===== config.mk =====
export PLATFORM = sky130hd
export DESIGN_NAME = matrix_matrix_multiply
export DESIGN_NICKNAME = d
export VERILOG_FILES = /design/src/mmm_pkg.sv /design/src/mmm_ctrl.sv /design/src/mmm_dpath.sv /design/src/matrix_matrix_multiply.sv
export SDC_FILE = /design/constraint.sdc
export NUM_CORES = 2
export LEC_CHECK = 0
export BUFFER_PORTS_ARGS = -buffer_cell sky130_fd_sc_hd__buf_2
export CORE_ASPECT_RATIO = 0.5
export CORE_MARGIN = 8
export CORE_UTILIZATION = 68
export DETAILED_ROUTE_END_ITERATION = 10
export GPL_TIMING_DRIVEN = 0
export PLACE_DENSITY = 0.85
export SYNTH_ARGS = -nofsm -noshare
export SYNTH_HDL_FRONTEND = slang
export SYNTH_SLANG_ARGS = --single-unit

===== constraint.sdc =====
create_clock -name clk -period 15.3 [get_ports clk]
set_input_delay 0.765 -clock clk [delete_from_list [all_inputs] [get_ports clk]]
set_output_delay 0.765 -clock clk [all_outputs]
set_load 0.02 [all_outputs]

===== src/mmm_pkg.sv =====
`timescale 1ns / 1ps

package mmm_pkg;

	// sizing
	localparam int MAX_DIM     = 8;
	localparam int ELEM_WIDTH  = 16;
	localparam int STORE_DEPTH = MAX_DIM * MAX_DIM;
	localparam int SA_W        = $clog2(STORE_DEPTH);
	localparam int CNT_W       = $clog2(MAX_DIM);
	localparam int DIM_W       = $clog2(MAX_DIM + 1);
	localparam int PROD_W      = 2 * ELEM_WIDTH;

	// fixed field widths
	localparam int CMD_W    = 2;
	localparam int IDX_W    = 6;
	localparam int VAL_W    = 16;
	localparam int ACC_W    = 40;
	localparam int POS_W    = 3;
	localparam int CFG_W    = 4;
	localparam int CFG_IX_W = 2;

	localparam logic [CFG_W-1:0] DIM_RESET = 4'd8;

	// request commands
	localparam logic [CMD_W-1:0] CMD_LOAD_A = 2'd0;
	localparam logic [CMD_W-1:0] CMD_LOAD_B = 2'd1;
	localparam logic [CMD_W-1:0] CMD_START  = 2'd2;

	// configuration register indexes
	localparam logic [CFG_IX_W-1:0] REG_ROWS_A    = 2'd0;
	localparam logic [CFG_IX_W-1:0] REG_INNER_DIM = 2'd1;
	localparam logic [CFG_IX_W-1:0] REG_COLS_B    = 2'd2;

	// tag that travels with each operand pair
	typedef struct packed {
		logic             first;
		logic             lastk;
		logic             last;
		logic [CNT_W-1:0] row;
		logic [CNT_W-1:0] col;
	} mac_tag_t;

	typedef struct packed {
		logic            we_a;
		logic            we_b;
		logic            rd;
		logic [SA_W-1:0] addr_a;
		logic [SA_W-1:0] addr_b;
		mac_tag_t        tag;
	} ctl_cmd_t;

	typedef struct packed {
		logic busy;
	} dp_status_t;

	// register value 0 acts as 1, above MAX_DIM acts as MAX_DIM
	function automatic logic [DIM_W-1:0] clamp_dim(input logic [CFG_W-1:0] d);
		logic [DIM_W-1:0] r;
		if (d == '0) begin
			r = DIM_W'(1);
		end else if ({1'b0, d} > (CFG_W+1)'(MAX_DIM)) begin
			r = DIM_W'(MAX_DIM);
		end else begin
			r = DIM_W'(d);
		end
		return r;
	endfunction

endpackage


===== src/mmm_ctrl.sv =====
`timescale 1ns / 1ps

module mmm_ctrl import mmm_pkg::*; (
	input  logic                clk,
	input  logic                arst_n,
	input  logic                cfg_we,
	input  logic [CFG_IX_W-1:0] cfg_index,
	input  logic [CFG_W-1:0]    cfg_wdata,
	input  logic                in_valid,
	input  logic [CMD_W-1:0]    cmd,
	input  logic [IDX_W-1:0]    elem_index,
	output logic                in_stall,
	output ctl_cmd_t            ctl,
	input  dp_status_t          status
);

	typedef enum logic [1:0] {
		S_IDLE,
		S_RUN,
		S_WAIT
	} state_t;

	state_t           state_q;
	logic [CFG_W-1:0] rows_q, inner_q, colsb_q;
	logic [DIM_W-1:0] ra_q, ka_q, cb_q;
	logic [CNT_W-1:0] row_q, col_q, k_q;
	logic [SA_W-1:0]  a_base_q, a_ptr_q, b_ptr_q;
	logic             stall_q;
	logic             accept;
	logic             idx_ok;
	logic             row_end, col_end, k_end;

	assign accept   = in_valid && !stall_q;
	assign in_stall = stall_q;
	assign idx_ok   = {1'b0, elem_index} < (IDX_W+1)'(STORE_DEPTH);

	assign row_end = DIM_W'(row_q) == ra_q - DIM_W'(1);
	assign col_end = DIM_W'(col_q) == cb_q - DIM_W'(1);
	assign k_end   = DIM_W'(k_q) == ka_q - DIM_W'(1);

	always_comb begin
		ctl.we_a      = accept && cmd == CMD_LOAD_A && idx_ok;
		ctl.we_b      = accept && cmd == CMD_LOAD_B && idx_ok;
		ctl.rd        = state_q == S_RUN;
		ctl.addr_a    = a_ptr_q;
		ctl.addr_b    = b_ptr_q;
		ctl.tag.first = k_q == '0;
		ctl.tag.lastk = k_end;
		ctl.tag.last  = row_end && col_end;
		ctl.tag.row   = row_q;
		ctl.tag.col   = col_q;
	end

	always_ff @(posedge clk or negedge arst_n) begin
		if (!arst_n) begin
			rows_q  <= DIM_RESET;
			inner_q <= DIM_RESET;
			colsb_q <= DIM_RESET;
		end else if (cfg_we) begin
			unique case (cfg_index)
				REG_ROWS_A:    rows_q  <= cfg_wdata;
				REG_INNER_DIM: inner_q <= cfg_wdata;
				REG_COLS_B:    colsb_q <= cfg_wdata;
				default: ;
			endcase
		end
	end

	always_ff @(posedge clk or negedge arst_n) begin
		if (!arst_n) begin
			state_q  <= S_IDLE;
			stall_q  <= 1'b0;
			ra_q     <= '0;
			ka_q     <= '0;
			cb_q     <= '0;
			row_q    <= '0;
			col_q    <= '0;
			k_q      <= '0;
			a_base_q <= '0;
			a_ptr_q  <= '0;
			b_ptr_q  <= '0;
		end else begin
			unique case (state_q)
				S_IDLE: begin
					if (accept && cmd == CMD_START) begin
						ra_q     <= clamp_dim(rows_q);
						ka_q     <= clamp_dim(inner_q);
						cb_q     <= clamp_dim(colsb_q);
						row_q    <= '0;
						col_q    <= '0;
						k_q      <= '0;
						a_base_q <= '0;
						a_ptr_q  <= '0;
						b_ptr_q  <= '0;
						stall_q  <= 1'b1;
						state_q  <= S_RUN;
					end
				end
				S_RUN: begin
					if (k_end) begin
						state_q <= S_WAIT;
					end else begin
						k_q     <= k_q + CNT_W'(1);
						a_ptr_q <= a_ptr_q + SA_W'(1);
						b_ptr_q <= b_ptr_q + SA_W'(cb_q);
					end
				end
				S_WAIT: begin
					// one element in flight at a time: wait for it to reach the output
					if (!status.busy) begin
						if (row_end && col_end) begin
							stall_q <= 1'b0;
							state_q <= S_IDLE;
						end else if (col_end) begin
							row_q    <= row_q + CNT_W'(1);
							col_q    <= '0;
							k_q      <= '0;
							a_base_q <= a_base_q + SA_W'(ka_q);
							a_ptr_q  <= a_base_q + SA_W'(ka_q);
							b_ptr_q  <= '0;
							state_q  <= S_RUN;
						end else begin
							col_q   <= col_q + CNT_W'(1);
							k_q     <= '0;
							a_ptr_q <= a_base_q;
							b_ptr_q <= SA_W'(col_q) + SA_W'(1);
							state_q <= S_RUN;
						end
					end
				end
				default: state_q <= S_IDLE;
			endcase
		end
	end

	a_no_read_while_open: assert property (@(posedge clk) disable iff (!arst_n)
		ctl.rd |-> stall_q)
		else $error("store read while requests are open");

	a_no_load_while_busy: assert property (@(posedge clk) disable iff (!arst_n)
		(ctl.we_a || ctl.we_b) |-> state_q == S_IDLE)
		else $error("store write during multiply");

	a_wait_then_idle: assert property (@(posedge clk) disable iff (!arst_n)
		(state_q == S_WAIT && !status.busy && row_end && col_end)
		|=> (state_q == S_IDLE && !stall_q))
		else $error("run did not close after last element");

	a_start_runs: assert property (@(posedge clk) disable iff (!arst_n)
		(state_q == S_IDLE && accept && cmd == CMD_START) |=> (ctl.rd && k_q == '0))
		else $error("start request did not begin a walk");

endmodule


===== src/mmm_dpath.sv =====
`timescale 1ns / 1ps

module mmm_dpath import mmm_pkg::*; (
	input  logic                     clk,
	input  logic                     arst_n,
	input  ctl_cmd_t                 ctl,
	input  logic [IDX_W-1:0]         elem_index,
	input  logic signed [VAL_W-1:0]  elem_value,
	output dp_status_t               status,
	output logic                     out_valid,
	input  logic                     out_stall,
	output logic signed [ACC_W-1:0]  prod_value,
	output logic [POS_W-1:0]         out_row,
	output logic [POS_W-1:0]         out_col,
	output logic                     last
);

	logic [ELEM_WIDTH-1:0]    mem_a [STORE_DEPTH];
	logic [ELEM_WIDTH-1:0]    mem_b [STORE_DEPTH];
	logic signed [31:0]       val_ext;
	logic [ELEM_WIDTH-1:0]    wr_val;
	logic [SA_W-1:0]          wr_addr;

	logic                     v_s1, v_s2, done_q;
	logic [ELEM_WIDTH-1:0]    a_s1, b_s1;
	mac_tag_t                 tag_s1, tag_s2, tag_q;
	logic signed [PROD_W-1:0] prod_s2;
	logic signed [ACC_W-1:0]  acc_q;
	logic signed [ACC_W-1:0]  prod_ext;
	logic signed [ACC_W-1:0]  acc_base;
	logic                     out_free;

	// narrow stores wrap the value as a signed number
	assign val_ext = 32'(elem_value);
	assign wr_val  = val_ext[ELEM_WIDTH-1:0];
	assign wr_addr = elem_index[SA_W-1:0];

	always_ff @(posedge clk) begin
		if (ctl.we_a) begin
			mem_a[wr_addr] <= wr_val;
		end
		if (ctl.we_b) begin
			mem_b[wr_addr] <= wr_val;
		end
		if (ctl.rd) begin
			a_s1   <= mem_a[ctl.addr_a];
			b_s1   <= mem_b[ctl.addr_b];
			tag_s1 <= ctl.tag;
		end
	end

	// multiply stage
	always_ff @(posedge clk) begin
		if (v_s1) begin
			prod_s2 <= $signed(a_s1) * $signed(b_s1);
			tag_s2  <= tag_s1;
		end
	end

	assign prod_ext = ACC_W'(prod_s2);
	assign acc_base = tag_s2.first ? '0 : acc_q;
	assign out_free = !out_valid || !out_stall;

	always_ff @(posedge clk) begin
		if (v_s2) begin
			acc_q <= acc_base + prod_ext;
			tag_q <= tag_s2;
		end
		if (done_q && out_free) begin
			prod_value <= acc_q;
			out_row    <= POS_W'(tag_q.row);
			out_col    <= POS_W'(tag_q.col);
			last       <= tag_q.last;
		end
	end

	always_ff @(posedge clk or negedge arst_n) begin
		if (!arst_n) begin
			v_s1      <= 1'b0;
			v_s2      <= 1'b0;
			done_q    <= 1'b0;
			out_valid <= 1'b0;
		end else begin
			v_s1 <= ctl.rd;
			v_s2 <= v_s1;
			if (v_s2 && tag_s2.lastk) begin
				done_q <= 1'b1;
			end else if (done_q && out_free) begin
				done_q <= 1'b0;
			end
			if (done_q && out_free) begin
				out_valid <= 1'b1;
			end else if (!out_stall) begin
				out_valid <= 1'b0;
			end
		end
	end

	assign status.busy = v_s1 || v_s2 || done_q;

	a_done_held: assert property (@(posedge clk) disable iff (!arst_n)
		(done_q && out_valid && out_stall) |=> done_q)
		else $error("finished sum lost while output stalled");

	a_sum_completes: assert property (@(posedge clk) disable iff (!arst_n)
		(v_s2 && tag_s2.lastk) |=> done_q)
		else $error("final product did not complete the sum");

endmodule


===== src/matrix_matrix_multiply.sv =====
`timescale 1ns / 1ps

// general matrix multiply C = A * B with signed Q8.8 elements; exact Q16.16 products
// sum in a 40-bit (Q24.16) accumulator. load requests (cmd load A / load B) write one
// element at a row-major index into an on-chip store and are taken one per cycle
// while the block is idle; indexes beyond the store are dropped. a start request
// walks C in row-major order and returns one result per element, last set on the
// final one. each element reads inner_dim operand pairs from the two stores (one read
// port each, registered) and passes them through the multiply and accumulate stages
// into the output register; the walk reads the next element only once that sum has
// reached the output register, so a stalled output holds it up. input stall stays
// high for the whole walk. dimension registers (index 0 rows_a, 1 inner_dim, 2
// cols_b) reset to 8; 0 acts as 1 and values above 8 act as 8. they are sampled when
// a start request is taken. store contents are undefined until written.

module matrix_matrix_multiply import mmm_pkg::*; (
	input  logic                     clk,
	input  logic                     arst_n,
	// configuration
	input  logic                     cfg_we,
	input  logic [CFG_IX_W-1:0]      cfg_index,
	input  logic [CFG_W-1:0]         cfg_wdata,
	// request channel
	input  logic                     in_valid,
	output logic                     in_stall,
	input  logic [CMD_W-1:0]         cmd,
	input  logic [IDX_W-1:0]         elem_index,
	input  logic signed [VAL_W-1:0]  elem_value,
	// result channel
	output logic                     out_valid,
	input  logic                     out_stall,
	output logic signed [ACC_W-1:0]  prod_value,
	output logic [POS_W-1:0]         out_row,
	output logic [POS_W-1:0]         out_col,
	output logic                     last
);

	ctl_cmd_t   ctl;
	dp_status_t status;

	// sequencer: request decode, dimension registers, row/column/inner walk
	mmm_ctrl u_ctrl (
		.clk        (clk),
		.arst_n     (arst_n),
		.cfg_we     (cfg_we),
		.cfg_index  (cfg_index),
		.cfg_wdata  (cfg_wdata),
		.in_valid   (in_valid),
		.cmd        (cmd),
		.elem_index (elem_index),
		.in_stall   (in_stall),
		.ctl        (ctl),
		.status     (status)
	);

	// stores, multiplier, accumulator and output register
	mmm_dpath u_dpath (
		.clk        (clk),
		.arst_n     (arst_n),
		.ctl        (ctl),
		.elem_index (elem_index),
		.elem_value (elem_value),
		.status     (status),
		.out_valid  (out_valid),
		.out_stall  (out_stall),
		.prod_value (prod_value),
		.out_row    (out_row),
		.out_col    (out_col),
		.last       (last)
	);

endmodule


==> impl_metrics.ini <==
[outcome]
violations = DRC, hold timing, capacitance limit, slew limit
status = complete, but fails checks

[critical_path]
cp.required_ns = 15.84
end_kind = flop
cp_slowest_cell = fa_1
path_common_cell = fa_1
path_delay_family = adder cells
worstPathCellList = clkbuf_1 > nand2_1 > inv_1 > fa_1 > fa_1 > inv_1 > fa_1 > fa_1 > fa_1 > fa_1 > inv_1 > ha_1 > clkbuf_1 > nand4_1 > nor3_1 > a2111oi_0 > o221ai_1 > or4_1 > a31o_1 > a21oi_2 > xnor2_1
arrival_ns = 8.27
critical_path_class = reg2reg
slowest_delay_ns = 0.98
start_kind = flop
crit_buf_inv = 5
cp_max_fo = 10

[logic_synthesis]
async_flop_share = 0.02542
synthAdderAreaFrac = 0.07165
muxShareOfSynthArea = 0.1558
ys_seq_elements = 2282
synth_warnings = 0
synth_nets = 5415
yosysUniqueCellTypes = 72
synth.area.top_cells = edfxtp_1 68%, mux4_2 15%, fa_1 5.4%, ha_1 1.8%, dfrtp_1 1.4%
yosys.area.top_type_share = 0.6769
synthXorXnorAreaFrac = 0.007900
synth_edf_count = 2224
synth_compound_area_frac = 0.01698
synth_top_cell_by_area = edfxtp_1
syn-cell-area_mm2 = 0.09867
yosys_most_used_dff = edfxtp_1
synth_top_family_by_area = multiplexers
yosys.area_share.simple = 0.03410
syn_inst = 4974
seq_area_frac_synth = 0.6916
syn_avg_cell_area_um2 = 19.84

[cells_and_area]
drive_above_1_share = 0.2381
fillers = 6670
final_nets = 5756
stdcell_area_mm2 = 0.1091
area_growth_pct = 10.54

[timing]
rsz0062_at_grt = no
slew_violations = 5
max_freq_mhz = 129.5
hold_slack_ns = -0.04583
fin_tns_setup_ns = 0
fin_crit_sh = 0.5047
slew_headroom = -0.002763
hold_violations = 18
fin_crit_ns = 7.722
clock_skew_ns = 0.07944
fin_ws_ns = 7.578
worst_pin_slew_ns = 1.501
finalSetupViolCount = 0

[floorplan]
die_area_mm2 = 0.1583
die_h_um = 285.4
coreArea_mm2 = 0.1435
die_x_um = 554.7
rows = 98
initial_core_util = 0.6878
io_pins = 84

[cts]
cts-hold-fix-buffers = 0
numClockSinks = 2282
cts_root_buffer = clkbuf_16
clock_latency_ns = 0.86
clk_pin_slew_ns = 0.08
ctsResizeCount = 0
cts_tree = built
h-tree-depth = 4
cts_setup_buffers = 0
cts-buffers-inserted = 191
clockBufferDepth = 4

[detailed_routing]
drt-initial-drc-count = 10905
via_per_inst = 7.808
routed-via-count = 57648
wl_per_cell_um = 42.56
drtPass1Iterations = 11
wl_um = 314200
drc = 72
ant_nets = 0

[global_routing]
grt_pass1_vias = 57425
grtUsageTotal = 0.3985
grt_max_degree = 91
grt_antenna_before_repair = 40
grt_pass1_wl_um = 443500
grt_overflow_total = 0

[worst_hold_path]
min_path_type = in2async

[placed_design]
io_buffers = 80
dpl_cell_area_mm2 = 0.1027
gp_congestion = 0.9349
dp_hpwl_um = 179300
post-place-ws_ns = 7.789

[run]
cap_violations = 1
[per-stage QoR]
stage / utilization / instances
6_report: 0.7602 / 7383
3_5_place_dp: 0.7158 / 7015
3_3_place_gp: 0.7071 / 6954
2_1_floorplan: - / 4974
4_1_cts: 0.7581 / 7349
5_1_grt: 0.7599 / 7363
[routing by layer]
metal	track usage	up-vias	part of all wire
li1	-	20245	-
met1	0.4846	28534	0.30
met2	0.5981	6975	0.45
met3	0.1539	1870	0.16
met4	0.2698	24	0.092
met5	0.006327	-	0.00059
[placed cells by master (no fill, tap or decap), drive strengths merged, types with 6 or more instances in the layout]
cell type,Yosys,routed
nor3,23,23
o21ai,63,63
nand2b,23,23
ha,141,141
o211ai,6,6
xor2,27,27
inv,319,324
edfxtp,2224,2224
buf,86,234
a21oi,80,80
mux4,672,672
nand4,11,11
a21o,31,31
dfrtp,55,55
fa,265,265
nor2b,48,48
mux2,19,19
xnor2,62,62
o21a,6,6
clkbuf,134,371
bufinv,0,18
nand2,216,216
nor2,199,199
clkinvlp,0,9
a211oi,8,8
o21bai,9,9
nand3b,6,6
nand3,25,25
a31oi,6,6
and3,9,9
diode,0,27
and2,130,130
clkinv,0,65
[final timing paths]
| check | startpoint | end | slack, ns | depth (start not counted) |
|---|---|---|---|---|
| max | u_dpath.b_s1[1] | u_dpath.prod_s2[30] | 7.58 | 21 |
| min | arst_n | u_ctrl.col_q[2] | -0.05 | 1 |
| max reg2reg | u_dpath.b_s1[1] | u_dpath.prod_s2[30] | 7.58 | 21 |
| min reg2reg | u_dpath.tag_q[3] | u_dpath.out_row[0] | 0.43 | 0 |
| max in group asynchronous | arst_n | u_dpath.v_s1 | 14.77 | 1 |
| min in group clk | cfg_wdata[3] | u_ctrl.colsb_q[3] | 0.20 | 2 |
[registers in the layout (all words and copies together), names as in the netlist, 6 cells and up]
signal and count:
u_ctrl.a_base_q 6, u_ctrl.a_ptr_q 6, u_ctrl.b_ptr_q 6, u_dpath.a_s1 16, u_dpath.acc_q 40, u_dpath.b_s1 16
u_dpath.mem_a 1024, u_dpath.mem_b 1024, u_dpath.prod_s2 32, u_dpath.prod_value 40, u_dpath.tag_q 7, u_dpath.tag_s1 9
u_dpath.tag_s2 9
[cell families after synthesis]
logic type	count (synthesis)
xor gates and xnor gates	89
DFF	2282
AOI/OAI and AO/OA	257
muxes	693
adders and majority gates	406
buffers and inverters	539
and+or+nand+nor	708
[cell usage after synthesis (all sizes together) (3+ instances only)]
| cell type | count |
|---|---|
| and2 | 130 |
| edfxtp | 2224 |
| o221ai | 5 |
| mux4 | 672 |
| o211ai | 6 |
| xor2 | 27 |
| nand3b | 6 |
| nand2b | 23 |
| nand4 | 11 |
| dfstp | 3 |
| buf | 86 |
| a2111oi | 4 |
| a32o | 4 |
| a211o | 5 |
| o21ai | 63 |
| a21o | 31 |
| inv | 319 |
| o41ai | 4 |
| o22ai | 3 |
| a21boi | 5 |
| nand3 | 25 |
| nor3 | 23 |
| nor4 | 3 |
| a31oi | 6 |
| or3b | 3 |
| dfrtp | 55 |
| or3 | 5 |
| a21oi | 80 |
| clkbuf | 134 |
| fa | 265 |
| o21bai | 9 |
| ha | 141 |
| mux2 | 19 |
| a211oi | 8 |
| nor2 | 199 |
| o31ai | 5 |
| nor2b | 48 |
| xnor2 | 62 |
| and3 | 9 |
| nand2 | 216 |
| o21a | 6 |
[layout make-up]
cell class              count  area [um2]  area share
flip-flops and latches   2282       68240      0.6257
multi-input cells        2153       28570      0.2619
clock buffers             237        5075     0.04653
well taps                1900        2377     0.02180
repair buffers            148        1573     0.01442
inverters                 319        1197     0.01098
clock inverters            97       985.9    0.009040
plain buffers             220       983.4    0.009017
diodes                     27       67.56   0.0006195
Power is left out: the tool's default activity adds up to more than one toggle a clock period on the data nets, which glitch-free logic cannot reach.
